## config.mk

```make
export PLATFORM = sky130hd
export DESIGN_NAME = mix_minus_audio_mixer_flat
export DESIGN_NICKNAME = d
export VERILOG_FILES = /design/src/sv/mmix_pkg.sv /design/src/sv/mmix_voice_if.sv /design/src/sv/mmix_mix_if.sv /design/src/sv/mix_minus_audio_mixer.sv /design/src/sv/mmix_core.sv /design/src/flat_wrapper.sv
export VERILOG_INCLUDE_DIRS = /design/src /design/src/sv
export SDC_FILE = /design/constraint.sdc
export NUM_CORES = 1
export LEC_CHECK = 0
export ABC_AREA = 0
export BUFFER_PORTS_ARGS = -buffer_cell sky130_fd_sc_hd__buf_2
export CORE_ASPECT_RATIO = 1.2
export CORE_UTILIZATION = 62
export CTS_BUF_LIST = sky130_fd_sc_hd__clkbuf_4
export CTS_CLUSTER_SIZE = 14
export DETAILED_ROUTE_END_ITERATION = 7
export PLACE_DENSITY_LB_ADDON = 0.2
export RECOVER_POWER = 50
export SYNTH_ARGS = -nofsm -noshare
export SYNTH_HDL_FRONTEND = slang
export SYNTH_SLANG_ARGS = --single-unit
```

## constraint.sdc

```tcl
create_clock -name clk -period 30.2 [get_ports clk]
set_clock_uncertainty 0.1 [all_clocks]
set_input_delay 3.02 -clock clk [delete_from_list [all_inputs] [get_ports clk]]
set_output_delay 3.02 -clock clk [all_outputs]
set_load 0.005 [all_outputs]
```

## src/sv/mix_minus_audio_mixer_defines.svh

```systemverilog
// Shared assertion macros for the mixer RTL.
`ifndef MIX_MINUS_AUDIO_MIXER_DEFINES_SVH
`define MIX_MINUS_AUDIO_MIXER_DEFINES_SVH

// Same-cycle implication, checked on every rising edge outside reset.
`define MMIX_ASSERT_NOW(label, clk, rst_n, ante, cons) \
	label: assert property (@(posedge clk) disable iff (!(rst_n)) (ante) |-> (cons)) \
		else $error("mixer check failed: same-cycle implication");

// Next-cycle implication, checked on every rising edge outside reset.
`define MMIX_ASSERT_NEXT(label, clk, rst_n, ante, cons) \
	label: assert property (@(posedge clk) disable iff (!(rst_n)) (ante) |=> (cons)) \
		else $error("mixer check failed: next-cycle implication");

`endif

```

## src/sv/mmix_pkg.sv

```systemverilog
package mmix_pkg;

	localparam int MAX_LANES         = 8;
	localparam int SPEAKER_LANES_DEF = 8;

	localparam logic signed [15:0] SAT_HIGH = 16'sh7FFF;
	localparam logic signed [15:0] SAT_LOW  = 16'sh8000;

	typedef struct packed {
		logic signed [15:0] voice_0;
		logic signed [15:0] voice_1;
		logic signed [15:0] voice_2;
		logic signed [15:0] voice_3;
		logic signed [15:0] voice_4;
		logic signed [15:0] voice_5;
		logic signed [15:0] voice_6;
		logic signed [15:0] voice_7;
		logic [7:0]         active_mask;
	} voice_word_t;

	typedef struct packed {
		logic signed [15:0] listener_mix;
		logic signed [15:0] minus_0;
		logic signed [15:0] minus_1;
		logic signed [15:0] minus_2;
		logic signed [15:0] minus_3;
		logic signed [15:0] minus_4;
		logic signed [15:0] minus_5;
		logic signed [15:0] minus_6;
		logic signed [15:0] minus_7;
	} mix_word_t;

	// Clamp a 17-bit sum to the 16-bit range.
	function automatic logic signed [15:0] sat16(input logic [16:0] s);
		if (s[16] != s[15]) begin
			return s[16] ? SAT_LOW : SAT_HIGH;
		end
		return s[15:0];
	endfunction

	function automatic logic signed [15:0] sat_add(input logic signed [15:0] a,
			input logic signed [15:0] b);
		logic [16:0] s;
		s = {a[15], a} + {b[15], b};
		return sat16(s);
	endfunction

	function automatic logic signed [15:0] sat_sub(input logic signed [15:0] a,
			input logic signed [15:0] b);
		logic [16:0] s;
		s = {a[15], a} - {b[15], b};
		return sat16(s);
	endfunction

endpackage

```

## src/sv/mmix_voice_if.sv

```systemverilog
interface mmix_voice_if;
	logic                valid;
	logic                ready;
	mmix_pkg::voice_word_t data;

	modport source (output valid, output data, input ready);
	modport sink (input valid, input data, output ready);
endinterface

```

## src/sv/mmix_mix_if.sv

```systemverilog
interface mmix_mix_if;
	logic              valid;
	logic              ready;
	mmix_pkg::mix_word_t data;

	modport source (output valid, output data, input ready);
	modport sink (input valid, input data, output ready);
endinterface

```

## src/sv/mix_minus_audio_mixer.sv

```systemverilog
// Mix-minus conference mixer: each word on samples carries one sample position for up to
// eight speaker lanes and a mask of who is speaking; each word on mixes carries the
// saturated listener mix and, per lane, that mix with the lane's own voice removed.
// The block takes one word every clock cycle while mixes does not stall, and returns each
// result through the input register, then the result register; the mixing itself is a
// single combinational pass between those two registers. Backpressure on mixes stalls both
// stages, and samples stays ready while either stage has room. SPEAKER_LANES limits
// how many lanes take part; mask bits of higher lanes are ignored.
`include "mix_minus_audio_mixer_defines.svh"

module mix_minus_audio_mixer #(
	parameter int SPEAKER_LANES = mmix_pkg::SPEAKER_LANES_DEF
) (
	input  logic          clk,
	input  logic          arst_n,
	mmix_voice_if.sink    samples,
	mmix_mix_if.source    mixes
);
	import mmix_pkg::*;

	// Pipeline occupancy.
	logic        v_s1;
	logic        v_s2;
	// Stage advance enables: a stage loads when it is empty or its word leaves.
	logic        adv_s1;
	logic        adv_s2;

	voice_word_t word_s1;
	mix_word_t   mix_comb;
	mix_word_t   word_s2;

	assign adv_s2 = !v_s2 || mixes.ready;
	assign adv_s1 = !v_s1 || adv_s2;

	assign samples.ready = adv_s1;
	assign mixes.valid   = v_s2;
	assign mixes.data    = word_s2;

	// Advance the valid bits; hold them while the downstream side stalls.
	always_ff @(posedge clk or negedge arst_n) begin
		if (!arst_n) begin
			v_s1 <= 1'b0;
			v_s2 <= 1'b0;
		end else begin
			if (adv_s1) begin
				v_s1 <= samples.valid;
			end
			if (adv_s2) begin
				v_s2 <= v_s1;
			end
		end
	end

	// Capture the accepted word.
	always_ff @(posedge clk) begin
		if (samples.valid && adv_s1) begin
			word_s1 <= samples.data;
		end
	end

	mmix_core #(
		.SpeakerLanes (SPEAKER_LANES)
	) u_core (
		.samples_word (word_s1),
		.mix_word     (mix_comb)
	);

	// Register the mix result; hold it while mixes is stalled.
	always_ff @(posedge clk) begin
		if (v_s1 && adv_s2) begin
			word_s2 <= mix_comb;
		end
	end

	// An empty input stage always has room for a new word.
	`MMIX_ASSERT_NOW(a_in_room, clk, arst_n, !v_s1, samples.ready)
	// A word in the input stage moves into an empty result register next cycle.
	`MMIX_ASSERT_NEXT(a_move_on, clk, arst_n, v_s1 && !v_s2, v_s2)
	// A result only appears when the input stage held a word.
	`MMIX_ASSERT_NOW(a_from_s1, clk, arst_n, $rose(v_s2), $past(v_s1))
	// Silent lanes hear the plain listener mix.
	`MMIX_ASSERT_NOW(a_lane0_idle, clk, arst_n, v_s1 && !word_s1.active_mask[0],
		mix_comb.minus_0 == mix_comb.listener_mix)
	`MMIX_ASSERT_NOW(a_lane7_idle, clk, arst_n, v_s1 && !word_s1.active_mask[7],
		mix_comb.minus_7 == mix_comb.listener_mix)

endmodule

```

## src/sv/mmix_core.sv

```systemverilog
module mmix_core #(
	parameter int SpeakerLanes = mmix_pkg::SPEAKER_LANES_DEF
) (
	input  mmix_pkg::voice_word_t samples_word,
	output mmix_pkg::mix_word_t   mix_word
);
	import mmix_pkg::*;

	localparam logic [MAX_LANES-1:0] LaneMask = MAX_LANES'((1 << SpeakerLanes) - 1);

	logic signed [15:0] voice [MAX_LANES];
	logic signed [15:0] minus [MAX_LANES];
	logic signed [15:0] mix;
	logic [MAX_LANES-1:0] act;

	assign voice[0] = samples_word.voice_0;
	assign voice[1] = samples_word.voice_1;
	assign voice[2] = samples_word.voice_2;
	assign voice[3] = samples_word.voice_3;
	assign voice[4] = samples_word.voice_4;
	assign voice[5] = samples_word.voice_5;
	assign voice[6] = samples_word.voice_6;
	assign voice[7] = samples_word.voice_7;

	// Lanes past the configured count never speak.
	assign act = samples_word.active_mask & LaneMask;

	// Running sum in ascending lane order, clamped after every add.
	always_comb begin
		mix = '0;
		for (int k = 0; k < MAX_LANES; k++) begin
			if (act[k]) begin
				mix = sat_add(mix, voice[k]);
			end
		end
	end

	always_comb begin
		for (int k = 0; k < MAX_LANES; k++) begin
			minus[k] = act[k] ? sat_sub(mix, voice[k]) : mix;
		end
	end

	assign mix_word.listener_mix = mix;
	assign mix_word.minus_0      = minus[0];
	assign mix_word.minus_1      = minus[1];
	assign mix_word.minus_2      = minus[2];
	assign mix_word.minus_3      = minus[3];
	assign mix_word.minus_4      = minus[4];
	assign mix_word.minus_5      = minus[5];
	assign mix_word.minus_6      = minus[6];
	assign mix_word.minus_7      = minus[7];

endmodule

```

## src/flat_wrapper.sv

```systemverilog
// flat-port wrapper written by rule: the top's interface ports become plain ports
module mix_minus_audio_mixer_flat import mmix_pkg::*;
#(
	parameter int SPEAKER_LANES = mmix_pkg::SPEAKER_LANES_DEF
)
  (clk, arst_n, samples_valid, samples_data, samples_ready, mixes_valid, mixes_data, mixes_ready);
  mmix_voice_if samples_i ();
  mmix_mix_if mixes_i ();
  input  logic clk;
  input  logic arst_n;
  input wire logic [$bits(samples_i.valid)-1:0] samples_valid;
  input wire logic [$bits(samples_i.data)-1:0] samples_data;
  output wire logic [$bits(samples_i.ready)-1:0] samples_ready;
  output wire logic [$bits(mixes_i.valid)-1:0] mixes_valid;
  output wire logic [$bits(mixes_i.data)-1:0] mixes_data;
  input wire logic [$bits(mixes_i.ready)-1:0] mixes_ready;
  assign samples_i.valid = samples_valid;
  assign samples_i.data = samples_data;
  assign samples_ready = samples_i.ready;
  assign mixes_valid = mixes_i.valid;
  assign mixes_data = mixes_i.data;
  assign mixes_i.ready = mixes_ready;
  mix_minus_audio_mixer #(.SPEAKER_LANES(SPEAKER_LANES)) u_core (.clk(clk), .arst_n(arst_n), .samples(samples_i), .mixes(mixes_i));
endmodule
```

==> flow_summary_export.csv <==
group,metric,value,unit
worst_setup_path,cp_data_required_time,30660,ps
place,routabilityCongestion,1.087,
cells_and_area,stdcell_count,3663,
floorplanning,start_util,63.39,%
logic_synthesis,yosys_warnings,0,
timing,fin_crit_sh,94.34,%
logic_synthesis,synth.net_count,3144,
logic_synthesis,netlist_area,24750,um^2
floorplanning,io_pins,286,
global_routing,busiest_layer,"met2",
global_routing,antenna_found_initial,5,
logic_synthesis,syn_avg_cell_area,9.036,um^2
cts,numCtsBuffers,74,
run_status,outcome,"complete, but fails checks",
hold_path,hold_path_class,"register to register",
cts,cts_max_level,3,
floorplanning,dieArea,40730,um^2
worst_setup_path,crit_end,"u_core.mixes.data[21]$_DFFE_PP_",
place,dpl_worst_slack,-312.8,ps
worst_setup_path,cpPeakStageDelay,610,ps
timing,min_period,28490,ps
cts,clockBufferDepth,3,
place,io_buffers,285,
worst_setup_path,r2r_cells,123,
logic_synthesis,synth_top_flop_cell,"edfxtp_1",
worst_setup_path,critPathSlowestCell,"or4b_2",
timing,drv_slew,127,
global_routing,globalRouteMet2Util,71.76,%
timing,hold_violations,0,
cells_and_area,area_delta_synth_final,13.30,%
global_routing,grt_pass1_vias,23590,
worst_setup_path,rr_endpoint,"u_core.mixes.data[21]$_DFFE_PP_",
cells_and_area,final_net_count,3485,
timing,setup_viol,0,
global_routing,grt_max_degree,85,
worst_setup_path,worstPathArrival,28950,ps
worst_setup_path,cp_common_cell,"ha_1",
cts,cts_tree,"yes",
detailed_routing,antenna_left,0,
logic_synthesis,synthTopCellsByArea,"edfxtp_1, ha_1, o21ai_0, a21oi_1, inv_1",
detailed_routing,wire_per_inst,25.56,um
timing,tightest_slew,4740,ps
global_routing,grt_util_met1,50.66,%
cts,clkLatencyLatePin,870,ps
floorplanning,core-area,39040,um^2
worst_setup_path,crit_path_start,"u_core.word_s1[0]$_DFFE_PP_",
floorplanning,die_h,220.9,um
logic_synthesis,synth_top_cells_by_count,"edfxtp_1, ha_1, inv_1, nor2_1, o21ai_0",
timing,fmax,35.10,MHz
logic_synthesis,synth_cell_types,96,
cts,clock-root-buffer,"clkbuf_4",
logic_synthesis,synthesis.instances,2739,
logic_synthesis,yosysSeqAreaShare,34.17,%
logic_synthesis,ys_seq_elements,282,
detailed_routing,dr.pass1.iters,8,
detailed_routing,drc_errors,5,
cells_and_area,drive_gt1_share,16.76,%
worst_setup_path,cp-start-kind,"register",
place,place_inst,3519,
global_routing,grt_pass1_wl,136100,um
detailed_routing,drtIter0Drc,2454,
cts,cts.sinks,282,
cts,hold_buffers,0,
floorplanning,rows,79,
logic_synthesis,synthArstFlopShare,0.7092,%
detailed_routing,viasPerCell,6.686,
cts,clk_pin_slew_worst_paths,60,ps
logic_synthesis,synth-edff-count,280,
global_routing,grt_util_met3,10.86,%
worst_setup_path,path_class,"register to register",
place,hpwlAfterDp,71100,um
run_status,violations,"design-rule violations, max-capacitance violations, max-slew violations",
detailed_routing,vias,24490,
floorplanning,chipWidth,184.4,um
timing,final.setup.tns,0,ps
worst_setup_path,r2r-start,"u_core.word_s1[0]$_DFFE_PP_",
global_routing,overflow,0,
run,cap_viol_max_count,3,
logic_synthesis,synth_top_area_share,33.97,%
timing,final.setup.worst_slack,1709,ps
worst_setup_path,r2r_slack,1710,ps
timing,holdWs,405.7,ps
global_routing,grt_usage,45.09,%
cells_and_area,fillers,2961,
logic_synthesis,yosysMostFrequentCell,"edfxtp_1",
worst_setup_path,end_kind,"register",
timing,slew_headroom,-216.0,%
logic_synthesis,synth_area_leader_cell,"edfxtp_1",
detailed_routing,routed_wl,93610,um
worst_setup_path,critPathMaxFanout,30,
## how the worst min path moves through the flow
stage                       startpoint  cells past startpoint                             end
6_report       u_core.v_s1$_DFFE_PN0N_                      1  u_core.mixes.valid$_DFFE_PN0P_
3_5_place_dp   u_core.v_s1$_DFFE_PN0N_                      1  u_core.mixes.valid$_DFFE_PN0P_
3_3_place_gp   u_core.v_s1$_DFFE_PN0N_                      1  u_core.mixes.valid$_DFFE_PN0P_
4_1_cts        u_core.v_s1$_DFFE_PN0N_                      1  u_core.mixes.valid$_DFFE_PN0P_
5_1_grt        u_core.v_s1$_DFFE_PN0N_                      1  u_core.mixes.valid$_DFFE_PN0P_
2_1_floorplan  u_core.v_s1$_DFFE_PN0N_                      1  u_core.mixes.valid$_DFFE_PN0P_
## area by class of cell
type                    count  area [um^2]  share of cell area, %
diodes                      5        12.51                0.04462
multi-input cells        2138        15250                  54.39
clock buffers             102        765.7                  2.731
well taps                 526        658.1                  2.347
clock inverters            26        141.4                 0.5042
repair buffers            356         1889                  6.738
inverters                 228        863.3                  3.079
flip-flops and latches    282         8458                  30.16
## routing by layer
metal / vias to the layer above / routed length (um)
met1: 11420 / 32180
met5: - / 36
li1: 10930 / -
met3: 483 / 9871
met2: 1657 / 42640
met4: 6 / 8879
## stage by stage
stage	utilization [%]	cell area, um^2
floorplan	-	24750
global placement	68.95	26920
detailed placement	68.95	26920
CTS	71.39	27870
global route	71.79	28030
finish	71.82	28040
## flip-flops by register name, summed over array words and instances (netlist names)
register and cells:
u_core.mixes.data 144, u_core.mixes.valid 1, u_core.v_s1 1, u_core.word_s1 136
## logic make-up after synthesis
family / share of synthesized area (%)
compound gates: 25.66
xor+xnor: 5.162
fa+ha+maj: 14.91
buf+inv: 4.944
flops: 34.17
mux: 1.127
simple gates: 14.02
## timing repair
item | CTS | global route
gates resized for setup | 3 | 46
setup endpoints to repair | 70 | 128
pin swaps | 0 | 6
buffers inserted | 4 | 7
hold endpoints to repair | 0 | 0
## worst max-delay path, delay by kind of cell (launching register included)
family / cells / cell delay (ps)
simple gates: 27 / 5690
compound gates: 64 / 13130
fa+ha+maj: 16 / 5450
buf+inv: 9 / 1860
xor+xnor: 6 / 1050
mux: 1 / 370
flops: 1 / 500
## cell usage in the layout, fill, tap and decap left out, types with 11 or more instances in the layout
cell,netlist,final
o211ai_1,54,54
nor4_1,12,12
o21bai_1,14,14
nor3_1,63,63
fa_1,14,14
xnor2_1,94,92
o2bb2ai_1,17,17
nand2_1,176,175
or3_1,24,24
ha_1,251,247
a21oi_1,216,210
a211oi_1,38,33
xor2_1,50,50
a21o_1,51,50
a21boi_0,14,11
o21ai_0,218,216
inv_1,227,223
clkbuf_4,0,102
and3_1,18,18
a31oi_1,19,19
and2_1,14,12
o21ai_1,19,20
nand2b_1,54,54
nor2_1,219,217
o22ai_1,21,20
buf_4,0,71
maj3_1,27,27
buf_2,9,229
mux2i_1,20,20
o31ai_1,32,29
nor2b_1,49,49
clkinv_1,1,14
or2_2,23,23
o31a_1,20,19
clkbuf_1,78,56
a211o_1,14,14
nand3_1,36,33
edfxtp_1,280,280
o21a_1,68,67
Power is not shown: default switching activity piles up to over one toggle a cycle in this logic, so the estimate is an artifact.
